**config.mk**
```make
export PLATFORM = sky130hd
export DESIGN_NAME = lz77_token_decoder_unit
export DESIGN_NICKNAME = d
export VERILOG_FILES = /design/src/sv/lztd_pkg.sv /design/src/sv/lztd_ctrl.sv /design/src/sv/lztd_dpath.sv /design/src/sv/lz77_token_decoder_unit.sv
export SDC_FILE = /design/constraint.sdc
export NUM_CORES = 2
export LEC_CHECK = 0
export BUFFER_PORTS_ARGS = -buffer_cell sky130_fd_sc_hd__buf_2
export CORE_MARGIN = 1
export CORE_UTILIZATION = 45
export DETAILED_ROUTE_END_ITERATION = 10
export GPL_TIMING_DRIVEN = 1
export PLACE_DENSITY_LB_ADDON = 0.2
export SLEW_MARGIN = 10
export SYNTH_ARGS = -nofsm -noshare
export SYNTH_HDL_FRONTEND = slang
export SYNTH_SLANG_ARGS = --single-unit
export TNS_END_PERCENT = 10
```
**constraint.sdc**
```tcl
create_clock -name clk -period 35.4 [get_ports clk]
set_clock_uncertainty 0.2 [all_clocks]
set_input_delay 7.08 -clock clk [delete_from_list [all_inputs] [get_ports clk]]
set_output_delay 7.08 -clock clk [all_outputs]
set_load 0.02 [all_outputs]
```
**src/sv/lztd_pkg.sv**
```systemverilog
`timescale 1ns / 1ps
// ----------------------------------------------------------------------------
// lztd_pkg: shared types and constants of the lz77 token decoder
// Request and result structs, token phase and controller state encodings,
// and the command and status groups between controller and datapath.
// ----------------------------------------------------------------------------
package lztd_pkg;

    localparam int HIST_DEPTH  = 256;
    localparam int HIST_AW     = $clog2(HIST_DEPTH);
    localparam int CNT_W       = HIST_AW + 1;
    localparam int OUT_LANES   = 4;
    localparam int LANE_IDX_W  = $clog2(OUT_LANES);
    localparam int LANE_CNT_W  = $clog2(OUT_LANES + 1);
    localparam int LEN_W       = 7;
    localparam int WORD_W      = 8 * OUT_LANES;

    typedef struct packed {
        logic [7:0] in_byte;
        logic       segment_start;
    } req_item_t;

    typedef struct packed {
        logic [WORD_W-1:0]     out_bytes;
        logic [LANE_CNT_W-1:0] byte_count;
        logic                  bad_reference;
        logic                  last;
    } res_item_t;

    typedef enum logic [1:0] {
        PH_HDR_LO  = 2'd0,
        PH_HDR_HI  = 2'd1,
        PH_LITERAL = 2'd2
    } token_phase_t;

    typedef enum logic [1:0] {
        ST_IDLE  = 2'd0,
        ST_READ  = 2'd1,
        ST_WRITE = 2'd2,
        ST_EMIT  = 2'd3
    } ctrl_state_t;

    typedef struct packed {
        logic take;
        logic rd;
        logic wr;
        logic emit;
    } ctrl_cmd_t;

    typedef struct packed {
        logic out_free;
        logic copy_go;
        logic group_done;
        logic copy_done;
    } dpath_stat_t;

endpackage

```
**src/sv/lztd_ctrl.sv**
```systemverilog
`timescale 1ns / 1ps
// ----------------------------------------------------------------------------
// lztd_ctrl: controller of the lz77 token decoder
// Accepts requests while idle and sequences the read, write and emit steps
// of a back-reference copy.
// ----------------------------------------------------------------------------
module lztd_ctrl (
    input  logic                 clk,
    input  logic                 rst_n,
    input  logic                 req_valid,
    output logic                 req_stall,
    input  lztd_pkg::dpath_stat_t stat,
    output lztd_pkg::ctrl_cmd_t  cmd
);
    import lztd_pkg::*;

    ctrl_state_t state_reg;
    ctrl_state_t state_next;

    always_ff @(posedge clk or negedge rst_n)
    begin
        if (!rst_n)
        begin
            state_reg <= ST_IDLE;
        end
        else
        begin
            state_reg <= state_next;
        end
    end

    always_comb
    begin
        state_next = state_reg;
        cmd        = '0;
        req_stall  = 1'b1;
        unique case (state_reg)
            ST_IDLE:
            begin
                req_stall = !stat.out_free;
                cmd.take  = req_valid && stat.out_free;
                if (cmd.take && stat.copy_go)
                begin
                    state_next = ST_READ;
                end
            end
            ST_READ:
            begin
                cmd.rd     = 1'b1;
                state_next = ST_WRITE;
            end
            ST_WRITE:
            begin
                cmd.wr     = 1'b1;
                state_next = stat.group_done ? ST_EMIT : ST_READ;
            end
            ST_EMIT:
            begin
                if (stat.out_free)
                begin
                    cmd.emit   = 1'b1;
                    state_next = stat.copy_done ? ST_IDLE : ST_READ;
                end
            end
            default:
            begin
                state_next = ST_IDLE;
            end
        endcase
    end

    // no request is taken while a copy is in flight
    a_busy_stalls: assert property (@(posedge clk) disable iff (!rst_n)
        (state_reg != ST_IDLE) |-> req_stall)
        else $error("request accepted during copy");

    // every history read is followed by its write
    a_read_then_write: assert property (@(posedge clk) disable iff (!rst_n)
        (state_reg == ST_READ) |=> (state_reg == ST_WRITE))
        else $error("read not followed by write");

endmodule

```
**src/sv/lztd_dpath.sv**
```systemverilog
`timescale 1ns / 1ps
// ----------------------------------------------------------------------------
// lztd_dpath: datapath of the lz77 token decoder
// Token phase and header registers, history ring buffer, copy pointers,
// lane packing and the result register.
// ----------------------------------------------------------------------------
module lztd_dpath (
    input  logic                 clk,
    input  logic                 rst_n,
    input  lztd_pkg::req_item_t  req_data,
    input  lztd_pkg::ctrl_cmd_t  cmd,
    output lztd_pkg::dpath_stat_t stat,
    output logic                 res_valid,
    input  logic                 res_stall,
    output lztd_pkg::res_item_t  res_data
);
    import lztd_pkg::*;

    logic [7:0]            hist_mem [HIST_DEPTH];

    token_phase_t          phase_reg;
    logic [7:0]            header_low_reg;
    logic [HIST_AW-1:0]    wp_reg;
    logic [CNT_W-1:0]      count_reg;
    logic [HIST_AW-1:0]    src_reg;
    logic [LEN_W-1:0]      remain_reg;
    logic [7:0]            rdata_reg;
    logic [WORD_W-1:0]     word_reg;
    logic [LANE_CNT_W-1:0] lane_reg;
    logic                  res_valid_reg;
    res_item_t             res_reg;

    token_phase_t          phase_eff;
    logic [HIST_AW-1:0]    back_dist;
    logic [LEN_W-1:0]      len;
    logic                  bad_dist;
    logic                  is_copy_hdr;
    logic                  lit_take;
    logic                  bad_take;
    logic                  push;
    res_item_t             res_next;
    logic                  hist_we;
    logic [7:0]            hist_wdata;
    logic [CNT_W-1:0]      count_inc;

    always_comb
    begin
        phase_eff   = req_data.segment_start ? PH_HDR_LO : phase_reg;
        back_dist   = {req_data.in_byte[6:0], header_low_reg[7]};
        len         = header_low_reg[LEN_W-1:0];
        bad_dist    = (back_dist == '0) || ({1'b0, back_dist} > count_reg);
        is_copy_hdr = (phase_eff == PH_HDR_HI) && req_data.in_byte[7];
        lit_take    = cmd.take && (phase_eff == PH_LITERAL);
        bad_take    = cmd.take && is_copy_hdr && bad_dist;

        stat.out_free   = !res_valid_reg || !res_stall;
        stat.copy_go    = is_copy_hdr && !bad_dist && (len != '0);
        stat.group_done = (lane_reg == LANE_CNT_W'(OUT_LANES - 1))
                          || (remain_reg == LEN_W'(1));
        stat.copy_done  = (remain_reg == '0);

        count_inc  = (count_reg == CNT_W'(HIST_DEPTH)) ? count_reg
                                                       : count_reg + CNT_W'(1);
        hist_we    = lit_take || cmd.wr;
        hist_wdata = lit_take ? req_data.in_byte : rdata_reg;

        push     = lit_take || bad_take || cmd.emit;
        res_next = '0;
        if (lit_take)
        begin
            res_next.out_bytes  = WORD_W'(req_data.in_byte);
            res_next.byte_count = LANE_CNT_W'(1);
            res_next.last       = 1'b1;
        end
        else if (bad_take)
        begin
            res_next.bad_reference = 1'b1;
            res_next.last          = 1'b1;
        end
        else
        begin
            res_next.out_bytes  = word_reg;
            res_next.byte_count = lane_reg;
            res_next.last       = (remain_reg == '0);
        end
    end

    // history ring buffer, read data registered
    always_ff @(posedge clk)
    begin
        if (hist_we)
        begin
            hist_mem[wp_reg] <= hist_wdata;
        end
        if (cmd.rd)
        begin
            rdata_reg <= hist_mem[src_reg];
        end
    end

    always_ff @(posedge clk or negedge rst_n)
    begin
        if (!rst_n)
        begin
            phase_reg  <= PH_HDR_LO;
            wp_reg     <= '0;
            count_reg  <= '0;
            remain_reg <= '0;
            lane_reg   <= '0;
        end
        else
        begin
            if (cmd.take)
            begin
                unique case (phase_eff)
                    PH_HDR_HI:
                    begin
                        phase_reg <= req_data.in_byte[7] ? PH_HDR_LO : PH_LITERAL;
                        if (req_data.in_byte[7] && !bad_dist)
                        begin
                            remain_reg <= len;
                        end
                    end
                    PH_LITERAL:
                    begin
                        phase_reg <= PH_HDR_LO;
                        wp_reg    <= wp_reg + HIST_AW'(1);
                        count_reg <= count_inc;
                    end
                    default:
                    begin
                        phase_reg <= PH_HDR_HI;
                        if (req_data.segment_start)
                        begin
                            wp_reg    <= '0;
                            count_reg <= '0;
                        end
                    end
                endcase
            end
            if (cmd.wr)
            begin
                wp_reg     <= wp_reg + HIST_AW'(1);
                count_reg  <= count_inc;
                remain_reg <= remain_reg - LEN_W'(1);
                lane_reg   <= lane_reg + LANE_CNT_W'(1);
            end
            if (cmd.emit)
            begin
                lane_reg <= '0;
            end
        end
    end

    // header low byte and lane word
    always_ff @(posedge clk or negedge rst_n)
    begin
        if (!rst_n)
        begin
            header_low_reg <= '0;
            word_reg       <= '0;
        end
        else
        begin
            if (cmd.take && (phase_eff != PH_HDR_HI) && (phase_eff != PH_LITERAL))
            begin
                header_low_reg <= req_data.in_byte;
            end
            if (cmd.wr)
            begin
                word_reg[{lane_reg[LANE_IDX_W-1:0], 3'b000} +: 8] <= rdata_reg;
            end
            if (cmd.emit)
            begin
                word_reg <= '0;
            end
        end
    end

    always_ff @(posedge clk)
    begin
        if (cmd.take && is_copy_hdr && !bad_dist)
        begin
            src_reg <= wp_reg - back_dist;
        end
        else if (cmd.rd)
        begin
            src_reg <= src_reg + HIST_AW'(1);
        end
    end

    // result register
    always_ff @(posedge clk or negedge rst_n)
    begin
        if (!rst_n)
        begin
            res_valid_reg <= 1'b0;
        end
        else if (push)
        begin
            res_valid_reg <= 1'b1;
        end
        else if (!res_stall)
        begin
            res_valid_reg <= 1'b0;
        end
    end

    always_ff @(posedge clk)
    begin
        if (push)
        begin
            res_reg <= res_next;
        end
    end

    assign res_valid = res_valid_reg;
    assign res_data  = res_reg;

    a_count_range: assert property (@(posedge clk) disable iff (!rst_n)
        count_reg <= CNT_W'(HIST_DEPTH))
        else $error("decoded count beyond history depth");

    a_push_free: assert property (@(posedge clk) disable iff (!rst_n)
        push |-> stat.out_free)
        else $error("result pushed into occupied register");

    a_lane_range: assert property (@(posedge clk) disable iff (!rst_n)
        lane_reg <= LANE_CNT_W'(OUT_LANES))
        else $error("lane count overflow");

endmodule

```
**src/sv/lz77_token_decoder_unit.sv**
```systemverilog
`timescale 1ns / 1ps
// ----------------------------------------------------------------------------
// lz77_token_decoder_unit: lzss token decoder, 8-bit distance, 7-bit length
// Decodes a compressed byte stream into results of up to four bytes.
// ----------------------------------------------------------------------------
// A header byte or a literal byte is taken while the controller is idle, and
// a literal or a bad reference gives its result in the cycle after it is
// taken. A copy of length L holds off requests until its last group is
// emitted: each byte is one read and one write of the single-port 256-byte
// history memory, and each group of up to four bytes then takes an emit step
// to enter the result register. A stalled result register delays both new
// requests and the copy sequence. No clearing pass is needed after reset.
module lz77_token_decoder_unit (
    input  logic                clk,
    input  logic                rst_n,
    input  logic                req_valid,
    output logic                req_stall,
    input  lztd_pkg::req_item_t req_data,
    output logic                res_valid,
    input  logic                res_stall,
    output lztd_pkg::res_item_t res_data
);
    import lztd_pkg::*;

    ctrl_cmd_t   cmd;
    dpath_stat_t stat;

    lztd_ctrl u_ctrl (
        .clk       (clk),
        .rst_n     (rst_n),
        .req_valid (req_valid),
        .req_stall (req_stall),
        .stat      (stat),
        .cmd       (cmd)
    );

    lztd_dpath u_dpath (
        .clk       (clk),
        .rst_n     (rst_n),
        .req_data  (req_data),
        .cmd       (cmd),
        .stat      (stat),
        .res_valid (res_valid),
        .res_stall (res_stall),
        .res_data  (res_data)
    );

endmodule

```
==> results.md <==
* Outcome: finished clean
* P_leak at 30.2 nW
* I/O pin count at 52
* Area delta synth->final at 11.3%
* Fmax at 0.0670 GHz
* Final Util at 50.6%
* Slew margin rel. at 15.3%
* CTS buffer count at 219
* Final RePlAce weighted congestion at between 0.8 and 0.9
* Final WL at 232000 um
* First-pass GRT wire length at between 300000 and 400000 um
* Initial DRT Pass Iterations at 5
* Largest net degree at the start of global routing at 224
* Hold Path Class: flop to flop
* RSZ-0062 raised after global routing: no
* Yosys top cell by area: edfxtp_1
* Clk pin slew, worst setup/hold paths at about 0.060 ns
* Clock sink count at around 2200
* Slew at the pin closest to its max-slew limit at 1.27 ns
* Synth Flop Type: edfxtp_1
* Final period util at a little over two fifths
* Fin cells at 7136
* Die Y at 438 um
* PortBufs at 51
* Post-detailed-route DRC marker count at 0
* Dpl ws at roughly 20 ns
* Final nets at 4504
* GRT Residual Overflow at 0
* Longest Clk Path Bufs at 3
* Post-synthesis instance total at 4333
* Post-DP HPWL at roughly 140000 um
* Sequential element share of the synthesized area at around 76%
* Peak VDD IR at 0.0000912 V
* Yosys top cell area share at 73.6%
* Post-synth ARST share at around 3.3%
* Hold Vio Cnt, Final at 0
* Reg2Reg Setup Slack at 29.01 ns
* Clk_lat worst skew at 0.85 ns
* Wire per inst at 32.5 um
* Library cells used by synthesis at 86
* Postcts setup bufs at 0
* DR iter-0 viols at roughly 5600
* Worst setup SP type: primary input
* Core ar. at 0.188 mm^2
* Cells after DPL at 6733
* Vias per Instance at ~6.1
* Critical path endpoint category: output port
* FP Rows at around 160
* TNS Setup at 0 ns
* Final Cell Area at approximately 0.095 mm^2
* Final Max Tran Viols at 0
* DP Area at 0.0886 mm^2
* Syn Area/Cell at 19.8 um^2
* Die ar. at around 0.19 mm^2
* Warnings from Yosys at 0
* Minimum clock period at roughly 15 ns
* Effective utilization at floorplan at 45.5%
* H-tree Lvls at 4
* # setup viols final at 0
* #FFs+latches synth at about 2200
* Worst EP required at 28.12 ns
* Share of layout cells above drive strength 1 at 20.2%
* Crit Path Max Fanout at 3
* Hold_buf cts at 0
* Pwr/cell area at 83.3 mW/mm^2
* Total GRT Usage at 24.1%
* Number of synthesized flops with an enable pin at 2101
* Vias at approximately 44000
* CTS tree: yes
* Top cells by area, synth: edfxtp_1, mux4_2, mux2i_1
* Vias in the first global route at 43420
* Root Buffer Master: clkbuf_16
* WP data arrival at approximately 7.7 ns
* Initial antenna violation count at 7
* Mapped Area at between 0.08 and 0.09 mm^2
* Antenna viol nets, final at 0
* Post-cts resize count at 0
* Critical path type: primary input to output port
* Post-route setup slack at 20.47 ns
* Synth Net Count at 4378
* Max-Cap Viols at 0
* Max FFs per register at 2048
* Die X-Extent at roughly 440 um
==> placed cells by master, fill, tap and decap left out, types with 41 or more instances in the layout <==
cell,n
dfrtp_1,72
a21oi_1,90
nand2_1,135
a22o_1,41
mux2i_1,191
buf_2,50
edfxtp_1,2101
o21ai_0,51
clkbuf_1,67
nor2_1,320
clkinv_1,46
a22oi_1,79
mux4_2,430
buf_4,96
a211oi_1,51
clkbuf_16,222
==> synthesized netlist by cell type, types with 51 or more instances <==
master    count
mux2i_1     191
a211oi_1     51
nand2_1     145
a21oi_1      90
o21ai_0      58
mux4_2      430
edfxtp_1   2101
nor2_1      323
clkbuf_1     78
buf_2        83
dfrtp_1      72
a22oi_1      79
==> worst paths after layout <==
check | endpoint | startpoint | cells past startpoint
max in group asynchronous | u_dpath.word_reg[16] | rst_n | 1
worst max register to register | u_dpath.rdata_reg[0] | u_dpath.src_reg[0] | 10
worst min-delay path | u_dpath.word_reg[15] | u_dpath.word_reg[15] | 1
worst max-delay path | req_stall | res_stall | 4
worst min register to register | u_dpath.word_reg[15] | u_dpath.word_reg[15] | 1
min in group asynchronous | u_dpath.remain_reg[2] | rst_n | 1
==> critical path, stage by stage <==
cell and delay, ns:
buf_2 0.11, a21oi_1 0.22, nand2b_1 0.07, buf_2 0.16
==> power by group <==
part	switching, W	internal [W]
Combinational	0.00170	0.000710
Sequential	0.0000491	0.00328
Clock	0.000968	0.00124
==> kinds of logic (layout without fill, tap and decap cells) <==
kind of cell / after synthesis / count (layout) / share of synthesized area [%]
buffers and inverters: 283 / 589 / 1.93
muxes: 645 / 645 / 13.9
xor gates and xnor gates: 25 / 25 / 0.256
adders and majority gates: 32 / 32 / 0.476
and+or+nand+nor: 669 / 669 / 3.48
other: 0 / 2 / 0
DFF: 2173 / 2173 / 75.7
AOI/OAI and AO/OA: 506 / 506 / 4.21
==> routing by layer <==
layer,track usage (%),up-vias,routed length [um]
met3,4.64,384,17900
met5,0,-,0
met1,34.0,23334,96200
met2,38.2,1798,111000
met4,7.31,0,7250
li1,-,18078,-
==> final cells by class <==
cell class	count	area, um^2
antenna	2	5.00
clock buffer	290	5820
sequential	2173	64900
multi-input combinational	1877	19300
clock inverter	111	927
timing repair buffer	157	1190
inverter	31	118
fill	15073	93000
tap	2495	3120
==> stage by stage <==
step | power, W | hold slack, ns
final | 0.00795 | 0.290
after global routing | 0.00819 | 0.318
after global placement | 0.00576 | 0.276
after detailed placement | 0.00580 | 0.282
after floorplan | 0.00500 | 0.251
after CTS | 0.00799 | 0.297
No activity file was read; power rests on OpenSTA's default activity.
